===== config.mk =====
export PLATFORM = sky130hd
export DESIGN_NAME = imubc_div
export DESIGN_NICKNAME = d
export VERILOG_FILES = /design/src/rtl/imubc_pkg.sv /design/src/rtl/imubc_div.sv
export SDC_FILE = /design/constraint.sdc
export NUM_CORES = 2
export LEC_CHECK = 0
export ABC_AREA = 1
export CAP_MARGIN = 20
export CORE_MARGIN = 10
export CORE_UTILIZATION = 62
export DETAILED_ROUTE_END_ITERATION = 6
export DONT_BUFFER_PORTS = 1
export GPL_TIMING_DRIVEN = 0
export PLACE_DENSITY_LB_ADDON = 0.05
export SETUP_SLACK_MARGIN = 0.2
export SLEW_MARGIN = 15
export SYNTH_ARGS = -nofsm -noshare
export SYNTH_HDL_FRONTEND = slang
export SYNTH_SLANG_ARGS = --single-unit

===== constraint.sdc =====
create_clock -name clk -period 7.47 [get_ports clk]
set_input_delay 0.747 -clock clk [delete_from_list [all_inputs] [get_ports clk]]
set_output_delay 0.747 -clock clk [all_outputs]
set_load 0.01 [all_outputs]

===== src/rtl/imubc_pkg.sv =====
package imubc_pkg;

  localparam int NAXES = 6;
  localparam int RAW_W = 16;
  localparam int OUT_W = 21;
  localparam int BIAS_W = 18;
  localparam int DIFF_W = BIAS_W + 1;
  localparam int SUM_W = 26;
  localparam int IDX_W = 11;
  localparam int RANGE_W = 2;

  localparam int CFG_INDEX_W = 3;
  localparam int CFG_DATA_W = 16;

  // reciprocal precision for the divide by the average count
  localparam int RECIP_SHIFT = 26;

  localparam int SKIP_SAMPLES_DEF = 101;
  localparam int AVERAGE_SAMPLES_DEF = 1000;

  // one g at the 2g scale, in counts
  localparam logic [BIAS_W-1:0] ONE_G = BIAS_W'(16384);

  // axis numbering inside the block
  localparam int AXIS_ACC_Z = 2;

  typedef enum logic [CFG_INDEX_W-1:0] {
    REG_ACCEL_RANGE    = 3'd0,
    REG_GYRO_RANGE     = 3'd1,
    REG_ACCEL_OFFSET_X = 3'd2,
    REG_ACCEL_OFFSET_Y = 3'd3,
    REG_ACCEL_OFFSET_Z = 3'd4,
    REG_GYRO_OFFSET_X  = 3'd5,
    REG_GYRO_OFFSET_Y  = 3'd6,
    REG_GYRO_OFFSET_Z  = 3'd7
  } reg_index_t;

endpackage


===== src/rtl/imubc_div.sv =====
module imubc_div #(
  parameter int AVERAGE_SAMPLES = imubc_pkg::AVERAGE_SAMPLES_DEF
) (
  input  logic clk,
  input  logic rst,
  input  logic start,
  input  logic signed [imubc_pkg::SUM_W-1:0] sums [imubc_pkg::NAXES],
  output logic done,
  output logic signed [imubc_pkg::RAW_W-1:0] quo [imubc_pkg::NAXES]
);

  localparam int NA = imubc_pkg::NAXES;
  localparam int SW = imubc_pkg::SUM_W;
  localparam int RS = imubc_pkg::RECIP_SHIFT;
  localparam int RW = RS + 1;
  localparam int PW = SW + RW;
  localparam logic [RW-1:0] RECIP = RW'((64'd1 << RS) / AVERAGE_SAMPLES);
  localparam logic [SW-1:0] DIVISOR = SW'(AVERAGE_SAMPLES);

  logic v1, v2, v3;
  logic [SW-1:0] mag1 [NA];
  logic [SW-1:0] mag2 [NA];
  logic [PW-1:0] prod2 [NA];
  logic [SW-1:0] q3 [NA];
  logic neg1 [NA];
  logic neg2 [NA];
  logic neg3 [NA];

  logic [SW-1:0] q_est [NA];
  logic [SW-1:0] rem [NA];
  logic [SW-1:0] q_fix [NA];

  // estimate is exact or one low, a single compare fixes it
  always_comb begin
    for (int k = 0; k < NA; k++) begin
      q_est[k] = prod2[k][RS +: SW];
      rem[k] = mag2[k] - q_est[k] * DIVISOR;
      q_fix[k] = q_est[k] + SW'(rem[k] >= DIVISOR);
    end
  end

  always_ff @(posedge clk) begin
    if (rst) begin
      v1 <= 1'b0;
      v2 <= 1'b0;
      v3 <= 1'b0;
      done <= 1'b0;
    end else begin
      v1 <= start;
      v2 <= v1;
      v3 <= v2;
      done <= v3;
    end
    for (int k = 0; k < NA; k++) begin
      neg1[k] <= sums[k][SW-1];
      mag1[k] <= sums[k][SW-1] ? $unsigned(-sums[k]) : $unsigned(sums[k]);
      neg2[k] <= neg1[k];
      mag2[k] <= mag1[k];
      prod2[k] <= PW'(mag1[k]) * PW'(RECIP);
      neg3[k] <= neg2[k];
      q3[k] <= q_fix[k];
      quo[k] <= neg3[k] ? $signed(imubc_pkg::RAW_W'(-q3[k])) : $signed(imubc_pkg::RAW_W'(q3[k]));
    end
  end

endmodule


==> flow_metrics.tcl <==
set metrics [dict create \
    crit_top_cell "nand2_1" \
    max_freq_mhz 145 \
    synth_cells 9590 \
    num_io_pins 256 \
    syn_to_final_growth_pct 6.60 \
    clk_latency_ns 0.69 \
    setup_violations 0 \
    drive_gt1_share_pct 3.32 \
    grt_pass1_vias 61200 \
    grt_antenna_before_repair 6 \
    hold_viol 0 \
    die_x_um 371 \
    port_buffers 0 \
    slowest_delay_ns 0.56 \
    drtAntennaViolNets 0 \
    final.setup.tns_ns 0 \
    dr.pass1.iters 7 \
    outcome "finished, final reports clean" \
    ys_seq_area_share_pct 16.0 \
    yosys_register_bits 610 \
    worst-slew-pin-transition_ns 0.857 \
    synth_flop_cell "dfxtp_1" \
    drv_slew 0 \
    grt_remaining_overflow 0 \
    final_area_um2 81600 \
    period_share_pct 92.2 \
    vias 60400 \
    final.setup_skew_ns 0.0381 \
    final-instance-count-excl-fill 11400 \
    fin_hold_ws_ns 0.0828 \
    arrival_ns 7.49 \
    drt_iter0_drc 3478 \
    cts_max_level 3 \
    relSlewSlack_pct 42.3 \
    cts_buffers 73 \
    synth_warnings 0 \
    grt_max_degree 15 \
    clk_pin_slew_ns 0.07 \
    cts_tree "done" \
    slowest_stage "fa_1" \
    drc 0 \
    cts_root_buffer "clkbuf_16" \
    cts_buffer_depth 3 \
    cp-end-kind "flop" \
    syn_avg_cell_area_um2 7.98 \
    maxCapViolations 0 \
    placed_cells 11200 \
    critPathKind "flop to flop" \
    post_drt_wl_per_cell_um 16.3 \
    fin_crit_ns 6.89 \
    netlist_area_um2 76500 \
    synthArstFlopShare_pct 0 \
    grt_usage_pct 27.0 \
    place_congestion 0.961 \
    initial_utilization_pct 62.6 \
    critPathMaxFanout 6 \
    routed_via_density 5.31 \
    synth_edf_count 0 \
    coreArea_um2 122000 \
    clock_sinks 610 \
    postCtsHoldBufs 0 \
    placementRows 128 \
    rsz0062_at_grt "no" \
    final_nets 12100 \
    critPathRequiredTime_ns 8.07 \
    fp.dieH_um 371 \
    finalWirelength_mm 185 \
    ys_types 57 \
    hold_path_class "primary input to flop" \
    die-area_um2 138000 \
    fillers 10700 \
    synth_nets 12000 \
    dp_hpwl_mm 159 \
    cp-start-kind "flop" \
    grt_pass1_wl_mm 305 \
    dpl_cell_area_um2 78500 \
]
## repair_timing
| item | in CTS | in global routing |
|---|---|---|
| resized for setup | 6 | 118 |
| cloned | 0 | 0 |
| buffers inserted | 0 | 7 |
| endpoints found under the setup margin | 8 | 74 |
| pin swaps | 0 | 0 |
## path summary, 6_finish.rpt
kind	from	to	slack (ns)	cells past startpoint
setup / recovery	prod2[2][28]$_DFF_P_	q3[2][15]$_DFF_P_	0.58	33
hold / removal	sums[0]	mag1[5][0]$_DFF_P_	0.08	0
setup reg to reg	prod2[2][28]$_DFF_P_	q3[2][15]$_DFF_P_	0.58	33
hold reg to reg	neg2[4]$_DFF_P_	neg3[4]$_DFF_P_	0.33	0
## metal layers
layer  routed length [um]  vias to the layer above  GRT usage (%)
met5                    0                        -              0
met1                85200                    28500           36.4
met3                10900                      232           4.49
met4                 3540                        0           5.50
met2                85000                     1269           45.5
li1                     -                    30400              -
## Yosys cell counts (all sizes together) (7+ instances only)
library cell,number,area (um2)
a211oi,12,90.1
a21boi,13,97.6
a21o,32,240
a21oi,475,2400
a31oi,53,332
and2,9,56.3
clkbuf,16,60.1
dfxtp,610,12200
fa,708,14200
ha,1518,19000
inv,2262,8490
nand2,1554,5850
nand3,338,1710
nand3b,27,203
nand4,123,807
nor2,730,2810
nor3,128,724
nor4,34,213
o211ai,15,113
o21a,28,210
o21ai,316,1640
o21bai,23,173
or2,7,43.8
xnor2,147,1290
xor2,372,3260
## logic make-up (layout without fill, tap and decap cells)
group | after synthesis | after routing | synth area share [%]
simple gates | 2958 | 2958 | 16.3
other cells | 0 | 6 | 0
fa+ha+maj | 2226 | 2226 | 43.3
compound gates | 994 | 994 | 7.23
buf+inv | 2283 | 2420 | 11.2
xor+xnor | 519 | 519 | 5.94
flops | 610 | 610 | 16.0
## flip-flops by register name (all words and copies together), names as in the netlist
signal,count
mag2,138
v1,1
neg1,6
v3,1
v2,1
mag1,156
q3,96
neg2,6
neg3,6
done,1
quo,96
prod2,102
## stage by stage
step           setup slack (ns)  util (%)
5_1_grt                   0.165      66.7
6_report                  0.584      66.8
2_1_floorplan              1.34         -
3_3_place_gp             0.0339      64.3
4_1_cts                   0.193      66.4
3_5_place_dp             0.0352      64.3
## critical path, delay by kind of cell, from the launching register on
family | cells | cell delay (ns)
adders and majority gates | 7 | 3.00
DFF | 1 | 0.45
and+or+nand+nor | 14 | 1.77
AOI/OAI and AO/OA | 6 | 0.90
buffers and inverters | 4 | 0.38
xor gates and xnor gates | 2 | 0.28
## layout make-up
type,instances,area [um2],area share (%)
multi-input cells,6697,56000,68.7
repair buffers,7,52.6,0.0644
flip-flops and latches,610,12300,15.0
inverters,2262,8500,10.4
clock inverters,39,554,0.680
diodes,6,15.0,0.0184
clock buffers,91,2050,2.51
well taps,1625,2030,2.49
plain buffers,21,92.6,0.114
## layout by cell type, fill, tap and decap left out, types with 16 or more instances in the layout
| cell | instances |
|---|---|
| a21oi_1 | 459 |
| nand2_1 | 1547 |
| nand4_1 | 117 |
| o21ai_2 | 16 |
| o21ai_1 | 24 |
| a31oi_1 | 52 |
| dfxtp_1 | 571 |
| clkbuf_16 | 75 |
| clkbuf_1 | 21 |
| dfxtp_2 | 34 |
| nor4_1 | 30 |
| o21bai_1 | 22 |
| o21a_1 | 28 |
| inv_1 | 2246 |
| nor2_1 | 706 |
| xnor2_1 | 146 |
| nand3_1 | 329 |
| a21o_1 | 32 |
| nand3b_1 | 27 |
| nor3_2 | 24 |
| xor2_1 | 367 |
| fa_1 | 708 |
| a21oi_2 | 16 |
| nor3_1 | 101 |
| o21ai_0 | 276 |
| ha_1 | 1514 |
Power is left out: the tool's default activity adds up to more than one toggle a clock period on the data nets, which glitch-free logic cannot reach.
